File: config.mk
export PLATFORM = sky130hd
export DESIGN_NAME = gradient_rect_fill
export DESIGN_NICKNAME = d
export VERILOG_FILES = /design/src/design/grf_pkg.sv /design/src/design/grf_front.sv /design/src/design/grf_fifo.sv /design/src/design/grf_back.sv /design/src/design/gradient_rect_fill.sv
export SDC_FILE = /design/constraint.sdc
export NUM_CORES = 2
export LEC_CHECK = 0
export BUFFER_PORTS_ARGS = -buffer_cell sky130_fd_sc_hd__buf_2
export CORE_ASPECT_RATIO = 0.75
export CORE_MARGIN = 2
export CORE_UTILIZATION = 50
export DETAILED_ROUTE_END_ITERATION = 12
export GPL_TIMING_DRIVEN = 0
export PLACE_DENSITY = 0.77
export SETUP_SLACK_MARGIN = 0.15
export SLEW_MARGIN = 20
export SYNTH_ARGS = -nofsm -noshare
export SYNTH_HDL_FRONTEND = slang
export SYNTH_HIERARCHICAL = 1
export SYNTH_SLANG_ARGS = --single-unit
File: constraint.sdc
create_clock -name clk_i -period 10.7 [get_ports clk_i]
set_input_delay 2.14 -clock clk_i [delete_from_list [all_inputs] [get_ports clk_i]]
set_output_delay 2.14 -clock clk_i [all_outputs]
set_load 0.03 [all_outputs]
File: src/design/grf_pkg.sv
// ----------------------------------------------------------------------------
// grf_pkg: shared types and constants for the gradient rectangle fill
// Register map, size limits, the queued pixel request and the divider sizing.
// ----------------------------------------------------------------------------
package grf_pkg;

  localparam int MAX_DIM = 4096;
  localparam int CNT_W   = $clog2(MAX_DIM);        // column / row counter
  localparam int DIM_W   = $clog2(MAX_DIM + 1);    // effective size
  localparam int POS_W   = CNT_W + 1;              // counter with carry room

  localparam int ORG_W   = 12;
  localparam int SIZE_W  = 13;
  localparam int PITCH_W = 16;
  localparam int COLOR_W = 32;
  localparam int ADDR_W  = 32;
  localparam int CH_W    = 8;
  localparam int NUM_CH  = COLOR_W / CH_W;
  localparam int XY_W    = ((ORG_W > CNT_W) ? ORG_W : CNT_W) + 1;
  localparam int BPP_SHIFT = 2;                    // 4 bytes per pixel

  // serial divider: dividend is k * |end - start|
  localparam int PW      = CNT_W + CH_W;
  localparam int STEP_W  = $clog2(PW + 1);

  localparam int FIFO_DEPTH = 2;
  localparam int FIFO_AW    = $clog2(FIFO_DEPTH);
  localparam int FIFO_CW    = $clog2(FIFO_DEPTH + 1);

  localparam int NUM_REGS = 8;
  localparam int REG_IW   = $clog2(NUM_REGS);
  localparam int PADDR_W  = $clog2(NUM_REGS * 4);

  localparam logic [REG_IW-1:0] REG_ORIGIN_X    = REG_IW'(0);
  localparam logic [REG_IW-1:0] REG_ORIGIN_Y    = REG_IW'(1);
  localparam logic [REG_IW-1:0] REG_RECT_WIDTH  = REG_IW'(2);
  localparam logic [REG_IW-1:0] REG_RECT_HEIGHT = REG_IW'(3);
  localparam logic [REG_IW-1:0] REG_ROW_PITCH   = REG_IW'(4);
  localparam logic [REG_IW-1:0] REG_START_COLOR = REG_IW'(5);
  localparam logic [REG_IW-1:0] REG_END_COLOR   = REG_IW'(6);
  localparam logic [REG_IW-1:0] REG_VERTICAL    = REG_IW'(7);

  typedef struct packed {
    logic [ORG_W-1:0]   origin_x;
    logic [ORG_W-1:0]   origin_y;
    logic [SIZE_W-1:0]  rect_width;
    logic [SIZE_W-1:0]  rect_height;
    logic [PITCH_W-1:0] row_pitch;
    logic [COLOR_W-1:0] start_color;
    logic [COLOR_W-1:0] end_color;
    logic               vertical;
  } cfg_t;

  // one pixel request handed from the front to the back
  typedef struct packed {
    logic [CNT_W-1:0] col;
    logic [CNT_W-1:0] row;
    logic             last;
  } item_t;

  typedef enum logic [1:0] {
    BK_IDLE,
    BK_LOAD,
    BK_DIV,
    BK_HOLD
  } back_state_e;

  // zero counts as one, anything above MAX_DIM clamps
  function automatic logic [DIM_W-1:0] eff_size(input logic [SIZE_W-1:0] v);
    logic [DIM_W-1:0] r;
    if (v == '0) begin
      r = DIM_W'(1);
    end else if (32'(v) > 32'(MAX_DIM)) begin
      r = DIM_W'(MAX_DIM);
    end else begin
      r = DIM_W'(v);
    end
    return r;
  endfunction

endpackage

File: src/design/grf_front.sv
// ----------------------------------------------------------------------------
// grf_front: pixel walker
// Holds the column/row counters, resolves restart and out-of-range wrap,
// flags the last pixel and queues one request per accepted input.
// ----------------------------------------------------------------------------
module grf_front (
  input  logic          clk_i,
  input  logic          rst_ni,
  input  grf_pkg::cfg_t cfg_i,
  input  logic          push_i,
  input  logic          restart_i,
  input  logic          fifo_full_i,
  output logic          fifo_wr_o,
  output grf_pkg::item_t item_o
);
  import grf_pkg::*;

  logic [CNT_W-1:0] col_q, col_d, row_q, row_d;
  logic [POS_W-1:0] col_t, row_t, w_t, h_t;

  assign fifo_wr_o = push_i & ~fifo_full_i;
  assign w_t = POS_W'(eff_size(cfg_i.rect_width));
  assign h_t = POS_W'(eff_size(cfg_i.rect_height));

  always_comb begin
    col_t = restart_i ? '0 : POS_W'(col_q);
    row_t = restart_i ? '0 : POS_W'(row_q);
    if (col_t >= w_t) begin
      col_t = '0;
      row_t = row_t + POS_W'(1);
    end
    if (row_t >= h_t) begin
      row_t = '0;
    end

    item_o.col  = col_t[CNT_W-1:0];
    item_o.row  = row_t[CNT_W-1:0];
    item_o.last = (col_t == w_t - POS_W'(1)) && (row_t == h_t - POS_W'(1));

    if (col_t + POS_W'(1) < w_t) begin
      col_d = col_t[CNT_W-1:0] + CNT_W'(1);
      row_d = row_t[CNT_W-1:0];
    end else begin
      col_d = '0;
      row_d = (row_t + POS_W'(1) < h_t) ? row_t[CNT_W-1:0] + CNT_W'(1) : '0;
    end
  end

  always_ff @(posedge clk_i or negedge rst_ni) begin
    if (!rst_ni) begin
      col_q <= '0;
      row_q <= '0;
    end else if (fifo_wr_o) begin
      col_q <= col_d;
      row_q <= row_d;
    end
  end

endmodule

File: src/design/grf_fifo.sv
// ----------------------------------------------------------------------------
// grf_fifo: request queue between walker and pixel engine
// Small register queue; lets the walker take inputs while the engine divides.
// ----------------------------------------------------------------------------
module grf_fifo (
  input  logic           clk_i,
  input  logic           rst_ni,
  input  logic           wr_i,
  input  grf_pkg::item_t wdata_i,
  input  logic           rd_i,
  output grf_pkg::item_t rdata_o,
  output logic           full_o,
  output logic           empty_o
);
  import grf_pkg::*;

  item_t              mem_q [FIFO_DEPTH];
  logic [FIFO_AW-1:0] wp_q, rp_q;
  logic [FIFO_CW-1:0] cnt_q;

  assign full_o  = (cnt_q == FIFO_CW'(FIFO_DEPTH));
  assign empty_o = (cnt_q == '0);
  assign rdata_o = mem_q[rp_q];

  always_ff @(posedge clk_i) begin
    if (wr_i) begin
      mem_q[wp_q] <= wdata_i;
    end
  end

  always_ff @(posedge clk_i or negedge rst_ni) begin
    if (!rst_ni) begin
      wp_q  <= '0;
      rp_q  <= '0;
      cnt_q <= '0;
    end else begin
      if (wr_i) begin
        wp_q <= (32'(wp_q) == FIFO_DEPTH - 1) ? '0 : wp_q + FIFO_AW'(1);
      end
      if (rd_i) begin
        rp_q <= (32'(rp_q) == FIFO_DEPTH - 1) ? '0 : rp_q + FIFO_AW'(1);
      end
      if (wr_i && !rd_i) begin
        cnt_q <= cnt_q + FIFO_CW'(1);
      end else if (rd_i && !wr_i) begin
        cnt_q <= cnt_q - FIFO_CW'(1);
      end
    end
  end

`ifndef SYNTHESIS
  a_cnt_bound: assert property (@(posedge clk_i) disable iff (!rst_ni)
    32'(cnt_q) <= FIFO_DEPTH)
    else $error("queue count above depth");
  a_cnt_grow: assert property (@(posedge clk_i) disable iff (!rst_ni)
    (wr_i && !rd_i) |=> (cnt_q == $past(cnt_q) + FIFO_CW'(1)))
    else $error("queue count missed a write");
  a_rd_nonempty: assert property (@(posedge clk_i) disable iff (!rst_ni)
    rd_i |-> !empty_o)
    else $error("queue read while empty");
`endif

endmodule

File: src/design/grf_back.sv
// ----------------------------------------------------------------------------
// grf_back: pixel engine
// Takes one request, forms the byte address and runs four restoring
// dividers (one per channel, shared divisor) a bit per cycle for the color.
// ----------------------------------------------------------------------------
module grf_back (
  input  logic                        clk_i,
  input  logic                        rst_ni,
  input  grf_pkg::cfg_t               cfg_i,
  input  grf_pkg::item_t              item_i,
  input  logic                        fifo_empty_i,
  output logic                        fifo_rd_o,
  input  logic                        pop_i,
  output logic                        empty_o,
  output logic [grf_pkg::ADDR_W-1:0]  byte_address_o,
  output logic [grf_pkg::COLOR_W-1:0] pixel_argb_o,
  output logic                        last_pixel_o
);
  import grf_pkg::*;

  back_state_e state_q, state_d;

  item_t              item_q;
  logic [STEP_W-1:0]  step_q;
  logic [DIM_W-1:0]   divisor_q;
  logic               n_one_q;
  logic [ADDR_W-1:0]  yprod_q, xoff_q;
  logic [PW-1:0]      dvd_q [NUM_CH];
  logic [PW-1:0]      quo_q [NUM_CH];
  logic [DIM_W-1:0]   rem_q [NUM_CH];

  logic [PW-1:0]      dvd_d [NUM_CH];
  logic [PW-1:0]      quo_d [NUM_CH];
  logic [DIM_W-1:0]   rem_d [NUM_CH];
  logic [PW-1:0]      prod  [NUM_CH];
  logic [COLOR_W-1:0] color;

  logic               out_valid_q;
  logic               take, load, step, finish;

  logic [CNT_W-1:0]   k;
  logic [DIM_W-1:0]   n;
  logic [XY_W-1:0]    xpos, ypos;

  // next state
  always_comb begin
    state_d = state_q;
    unique case (state_q)
      BK_IDLE: if (!fifo_empty_i) state_d = BK_LOAD;
      BK_LOAD: state_d = BK_DIV;
      BK_DIV:  if (32'(step_q) == PW - 1) state_d = BK_HOLD;
      BK_HOLD: if (!out_valid_q || pop_i) state_d = BK_IDLE;
    endcase
  end

  // controls
  always_comb begin
    take   = 1'b0;
    load   = 1'b0;
    step   = 1'b0;
    finish = 1'b0;
    unique case (state_q)
      BK_IDLE: take   = !fifo_empty_i;
      BK_LOAD: load   = 1'b1;
      BK_DIV:  step   = 1'b1;
      BK_HOLD: finish = !out_valid_q || pop_i;
    endcase
  end

  assign fifo_rd_o = take;
  assign empty_o   = !out_valid_q;

  assign k    = cfg_i.vertical ? item_q.row : item_q.col;
  assign n    = cfg_i.vertical ? eff_size(cfg_i.rect_height) : eff_size(cfg_i.rect_width);
  assign xpos = XY_W'(cfg_i.origin_x) + XY_W'(item_q.col);
  assign ypos = XY_W'(cfg_i.origin_y) + XY_W'(item_q.row);

  always_comb begin
    logic [CH_W-1:0]  s, e, d, q8;
    logic [DIM_W:0]   tr;
    for (int c = 0; c < NUM_CH; c++) begin
      s = cfg_i.start_color[c*CH_W +: CH_W];
      e = cfg_i.end_color[c*CH_W +: CH_W];
      d = (e >= s) ? e - s : s - e;
      prod[c] = PW'(k) * PW'(d);

      // one restoring divide step
      tr = {rem_q[c], dvd_q[c][PW-1]};
      if (tr >= {1'b0, divisor_q}) begin
        rem_d[c] = DIM_W'(tr - {1'b0, divisor_q});
        quo_d[c] = {quo_q[c][PW-2:0], 1'b1};
      end else begin
        rem_d[c] = tr[DIM_W-1:0];
        quo_d[c] = {quo_q[c][PW-2:0], 1'b0};
      end
      dvd_d[c] = {dvd_q[c][PW-2:0], 1'b0};

      q8 = quo_q[c][CH_W-1:0];
      if (n_one_q) begin
        color[c*CH_W +: CH_W] = s;
      end else if (e >= s) begin
        color[c*CH_W +: CH_W] = s + q8;
      end else begin
        color[c*CH_W +: CH_W] = s - q8;
      end
    end
  end

  always_ff @(posedge clk_i or negedge rst_ni) begin
    if (!rst_ni) begin
      state_q     <= BK_IDLE;
      step_q      <= '0;
      out_valid_q <= 1'b0;
    end else begin
      state_q <= state_d;
      if (load) begin
        step_q <= '0;
      end else if (step) begin
        step_q <= step_q + STEP_W'(1);
      end
      if (finish) begin
        out_valid_q <= 1'b1;
      end else if (pop_i) begin
        out_valid_q <= 1'b0;
      end
    end
  end

  always_ff @(posedge clk_i) begin
    if (take) begin
      item_q <= item_i;
    end
    if (load) begin
      divisor_q <= n - DIM_W'(1);
      n_one_q   <= (n <= DIM_W'(1));
      yprod_q   <= ADDR_W'(ypos) * ADDR_W'(cfg_i.row_pitch);
      xoff_q    <= ADDR_W'(xpos) << BPP_SHIFT;
    end
    for (int c = 0; c < NUM_CH; c++) begin
      if (load) begin
        dvd_q[c] <= prod[c];
        quo_q[c] <= '0;
        rem_q[c] <= '0;
      end else if (step) begin
        dvd_q[c] <= dvd_d[c];
        quo_q[c] <= quo_d[c];
        rem_q[c] <= rem_d[c];
      end
    end
    if (finish) begin
      byte_address_o <= yprod_q + xoff_q;
      pixel_argb_o   <= color;
      last_pixel_o   <= item_q.last;
    end
  end

`ifndef SYNTHESIS
  a_step_bound: assert property (@(posedge clk_i) disable iff (!rst_ni)
    (state_q == BK_DIV) |-> (32'(step_q) < PW))
    else $error("divider ran past its step count");
  a_load_div: assert property (@(posedge clk_i) disable iff (!rst_ni)
    (state_q == BK_LOAD) |=> (state_q == BK_DIV))
    else $error("load not followed by divide");
  a_result_src: assert property (@(posedge clk_i) disable iff (!rst_ni)
    $rose(out_valid_q) |-> ($past(state_q) == BK_HOLD))
    else $error("result appeared without a finished divide");
  a_take_idle: assert property (@(posedge clk_i) disable iff (!rst_ni)
    fifo_rd_o |-> (state_q == BK_IDLE))
    else $error("request taken while busy");
`endif

endmodule

File: src/design/gradient_rect_fill.sv
// ----------------------------------------------------------------------------
// gradient_rect_fill: linear gradient rectangle fill, 32-bit ARGB
// Walks the rectangle in raster order and emits address, color and
// last-pixel mark for each request.
// ----------------------------------------------------------------------------
//  channel   handshake                   payload
//  request   push / full                 restart_i
//  result    empty / pop                 byte_address_o, pixel_argb_o,
//                                        last_pixel_o
//  config    psel penable pwrite pready  paddr, pwdata, prdata
//
//  The pixel engine computes each color with the bit-serial restoring
//  dividers (one quotient bit per cycle per channel).
//  A two-entry queue and the result register let requests come in while the
//  engine works or a result waits; full rises once the queue is full.
//  Reset is asynchronous; counters return to the first pixel and the
//  registers to their defaults.
// ----------------------------------------------------------------------------
module gradient_rect_fill (
  input  logic                        clk_i,
  input  logic                        rst_ni,
  input  logic                        push,
  output logic                        full,
  input  logic                        restart_i,
  output logic                        empty,
  input  logic                        pop,
  output logic [grf_pkg::ADDR_W-1:0]  byte_address_o,
  output logic [grf_pkg::COLOR_W-1:0] pixel_argb_o,
  output logic                        last_pixel_o,
  input  logic                        psel,
  input  logic                        penable,
  input  logic                        pwrite,
  input  logic [grf_pkg::PADDR_W-1:0] paddr,
  input  logic [31:0]                 pwdata,
  output logic [31:0]                 prdata,
  output logic                        pready
);
  import grf_pkg::*;

  cfg_t              cfg_q;
  logic              wr_en;
  logic [REG_IW-1:0] reg_idx;

  item_t             front_item, queue_item;
  logic              fifo_wr, fifo_rd, fifo_full, fifo_empty;

  assign pready  = 1'b1;
  assign wr_en   = psel & penable & pwrite & pready;
  assign reg_idx = paddr[PADDR_W-1:2];

  always_ff @(posedge clk_i or negedge rst_ni) begin
    if (!rst_ni) begin
      cfg_q.origin_x    <= '0;
      cfg_q.origin_y    <= '0;
      cfg_q.rect_width  <= SIZE_W'(1);
      cfg_q.rect_height <= SIZE_W'(1);
      cfg_q.row_pitch   <= '0;
      cfg_q.start_color <= '0;
      cfg_q.end_color   <= '0;
      cfg_q.vertical    <= 1'b0;
    end else if (wr_en) begin
      unique case (reg_idx)
        REG_ORIGIN_X:    cfg_q.origin_x    <= pwdata[ORG_W-1:0];
        REG_ORIGIN_Y:    cfg_q.origin_y    <= pwdata[ORG_W-1:0];
        REG_RECT_WIDTH:  cfg_q.rect_width  <= pwdata[SIZE_W-1:0];
        REG_RECT_HEIGHT: cfg_q.rect_height <= pwdata[SIZE_W-1:0];
        REG_ROW_PITCH:   cfg_q.row_pitch   <= pwdata[PITCH_W-1:0];
        REG_START_COLOR: cfg_q.start_color <= pwdata[COLOR_W-1:0];
        REG_END_COLOR:   cfg_q.end_color   <= pwdata[COLOR_W-1:0];
        REG_VERTICAL:    cfg_q.vertical    <= pwdata[0];
      endcase
    end
  end

  always_comb begin
    unique case (reg_idx)
      REG_ORIGIN_X:    prdata = 32'(cfg_q.origin_x);
      REG_ORIGIN_Y:    prdata = 32'(cfg_q.origin_y);
      REG_RECT_WIDTH:  prdata = 32'(cfg_q.rect_width);
      REG_RECT_HEIGHT: prdata = 32'(cfg_q.rect_height);
      REG_ROW_PITCH:   prdata = 32'(cfg_q.row_pitch);
      REG_START_COLOR: prdata = 32'(cfg_q.start_color);
      REG_END_COLOR:   prdata = 32'(cfg_q.end_color);
      REG_VERTICAL:    prdata = 32'(cfg_q.vertical);
    endcase
  end

  assign full = fifo_full;

  grf_front u_front (
    .clk_i       (clk_i),
    .rst_ni      (rst_ni),
    .cfg_i       (cfg_q),
    .push_i      (push),
    .restart_i   (restart_i),
    .fifo_full_i (fifo_full),
    .fifo_wr_o   (fifo_wr),
    .item_o      (front_item)
  );

  grf_fifo u_fifo (
    .clk_i   (clk_i),
    .rst_ni  (rst_ni),
    .wr_i    (fifo_wr),
    .wdata_i (front_item),
    .rd_i    (fifo_rd),
    .rdata_o (queue_item),
    .full_o  (fifo_full),
    .empty_o (fifo_empty)
  );

  grf_back u_back (
    .clk_i          (clk_i),
    .rst_ni         (rst_ni),
    .cfg_i          (cfg_q),
    .item_i         (queue_item),
    .fifo_empty_i   (fifo_empty),
    .fifo_rd_o      (fifo_rd),
    .pop_i          (pop),
    .empty_o        (empty),
    .byte_address_o (byte_address_o),
    .pixel_argb_o   (pixel_argb_o),
    .last_pixel_o   (last_pixel_o)
  );

endmodule
==> results.toml <==
[run_status]
status = "complete, no violations"

[finish]
multi_input_area_um2 = 34800
final_core_util_pct = 55.2
seqCellArea_um2 = 14900
drive_gt1_share_pct = 10.9
n_fill_cell = 9247
layout.nets = 6661
syn2layout_area_growth_pct = 9.20

[die]
rows = 103
dieArea_um2 = 109000
dieHeight_um = 287
ios = 145
start_util_pct = 50.5
fp.coreArea_um2 = 106000
die_x_um = 381

[critical_path]
slowest_delay_ps = 500
cp.buffers_inverters = 7
cpMaxStageDelayCell = "xor2_2"
rr_startpoint = "cfg_q[106]"
crit_fanout = 10
cp_top_family = "compound AO/OA/AOI/OAI gates"
crit_required_ps = 11270
end_kind = "flop"
cp.arrival_ps = 10450
cp_common_cell = "clkbuf_1"
critPathKind = "input port to flop"
cp-startpoint = "restart_i"
startpoint_type = "input port"

[timing]
tns_ps = 0
tightest_slew_ps = 1280
slew_headroom_pct = 13.7
layout_min_cycle_time_ps = 9880
fin_hold_ws_ps = 422
clock_skew_ps = 30.9
finalSetupViolations = 0
timing.final.ws_setup_ps = 821
fmax_mhz = 101
hold_viol_final = 0
rsz0062_at_grt = "no"
post-route-period-util_pct = 92.3
drv_slew = 0

[cts]
cts.reportedPaths.clkPinSlew_ps = 60
cts_root_buffer = "clkbuf_16"
post-cts-setup-buffers = 0
cts_buffers = 61
cts_tree = "done"
numClockSinks = 525
cts_max_level = 2
clockBufferDepth = 3
clock_latency_ps = 680

[global_route]
antenna_found_initial = 24
grt_max_degree = 87
grt_pass1_wl_mm = 255
grt_usage_pct = 30.5
grt_remaining_overflow = 0
grt_pass1_vias = 41800

[yosys]
ys_seq_elements = 525
synth.cell_area_um2 = 53300
synth_edf_count = 357
synth_flop_cell = "edfxtp_1"
ys_seq_area_share_pct = 28.0
synth.avg_cell_area_um2 = 9.66
netlist_instances = 5518
synth_warnings = 6
async_flop_share_pct = 31.8
synth_cell_types = 118

[routing]
drtPass1Iterations = 6
drt-initial-drc-count = 5115
ant_nets = 0
drc = 0
vias = 43200
wirelength_mm = 168
wl_per_cell_um = 23.3
vias_per_cell = 5.99

[placement]
dpl.hpwl_mm = 132
pre_cts_ws_ps = -244
gp_congestion = 1.01
portBuffers = 136

[min_path]
min_from = "u_back/item_q[0]"
worstHoldPathType = "flop to flop"

[job]
drv_cap = 0
## layer usage
metal	track usage, %	vias to the layer above	share of wire (%)
met2	41.2	2470	39
met1	45.4	21000	43
li1	-	19400	-
met3	10.2	324	14
met5	0	-	0.068
met4	10.3	18	3.5
## cell usage after synthesis (12+ instances only)
master,instances,area [um2]
ha_1,479,5990
nor2_1,399,1500
nand2_1,463,1740
buf_4,21,158
a211oi_1,60,450
nand3_1,92,460
a22oi_1,35,263
inv_1,695,2610
and3_1,46,288
clkbuf_1,139,522
buf_2,43,215
a21oi_1,230,1150
a22o_1,22,193
mux2_2,177,1990
o21a_1,49,368
nand4_1,35,219
edfxtp_1,357,10700
o21bai_1,20,150
mux2i_1,82,821
o21ai_1,17,85.1
dfrtp_1,165,4130
a31oi_1,44,275
o21ai_0,210,1050
and2_1,137,857
nor3b_1,18,135
xnor2_1,156,1370
a221o_1,12,120
a21boi_0,17,128
nor2b_1,84,526
or2_2,22,138
mux2_4,29,435
nor4_1,22,138
fa_1,413,8270
a21o_1,97,728
o31ai_1,30,225
o211ai_1,17,128
nand2b_1,114,713
or3_1,27,169
nor3_1,77,385
xor2_1,100,876
## per-stage QoR
stage	std cells	area [um2]
after CTS	7194	58200
after global placement	7072	55800
after global routing	7201	58200
after detailed placement	7078	56000
after floorplan	5519	53300
final	7207	58200
## registers in the layout, indices dropped and copies added (netlist names), 12 cells and up
signal                 count
u_fifo/mem_q              50
u_front/col_q             12
u_back/quo_q              32
u_back/item_q             25
u_front/row_q             12
u_back/pixel_argb_o       32
cfg_q                    131
u_back/xoff_q             13
u_back/divisor_q          13
u_back/rem_q              52
u_back/yprod_q            29
u_back/byte_address_o     30
u_back/dvd_q              80
## logic make-up after synthesis
kind of cell	Yosys count	synth area share, %
AND/OR/NAND/NOR	1602	14.8
AO/OA/AOI/OAI	1016	12.7
buffers and inverters	920	6.88
adder cells (fa/ha/maj)	892	26.7
flip-flops	525	28.0
multiplexers	300	6.45
XOR/XNOR	261	4.39
other	2	0.0141
## path summary, 6_finish.rpt
kind / end / slack [ps] / cells past startpoint
min in group asynchronous: u_back/step_q[0] / 1490 / 1
max in group asynchronous: cfg_q[54] / 8250 / 2
worst min-delay path: u_back/last_pixel_o / 420 / 0
worst min register to register: u_back/last_pixel_o / 420 / 0
worst max-delay path: u_front/row_q[9] / 820 / 30
worst max register to register: u_front/row_q[9] / 1800 / 29
## placed cells by master (no fill, tap or decap), types with 99 or more instances in the layout
cell      instances
a21oi_1         230
clkbuf_1        139
xor2_1           99
nand2b_1        114
ha_1            477
dfrtp_1         165
nand2_1         463
xnor2_1         156
buf_2           178
fa_1            413
and2_1          135
edfxtp_1        357
mux2_2          177
nor2_1          399
o21ai_0         210
inv_1           695
## what timing repair did
action                     4_1_cts  5_1_grt
hold endpoints to repair         0        0
resized for setup                0        6
setup endpoints to repair        0       12
hold buffers                     0        0
## cell type report
class / count / area share, %
plain buffers: 221 / 1.81
clock inverters: 48 / 1.02
clock buffers: 68 / 2.72
multi-input cells: 4074 / 59.8
flip-flops and latches: 525 / 25.6
diodes: 13 / 0.0559
well taps: 1417 / 3.04
repair buffers: 142 / 1.44
inverters: 699 / 4.51
Power is left out: the tool's default activity adds up to more than one toggle a clock period on the data nets, which glitch-free logic cannot reach.
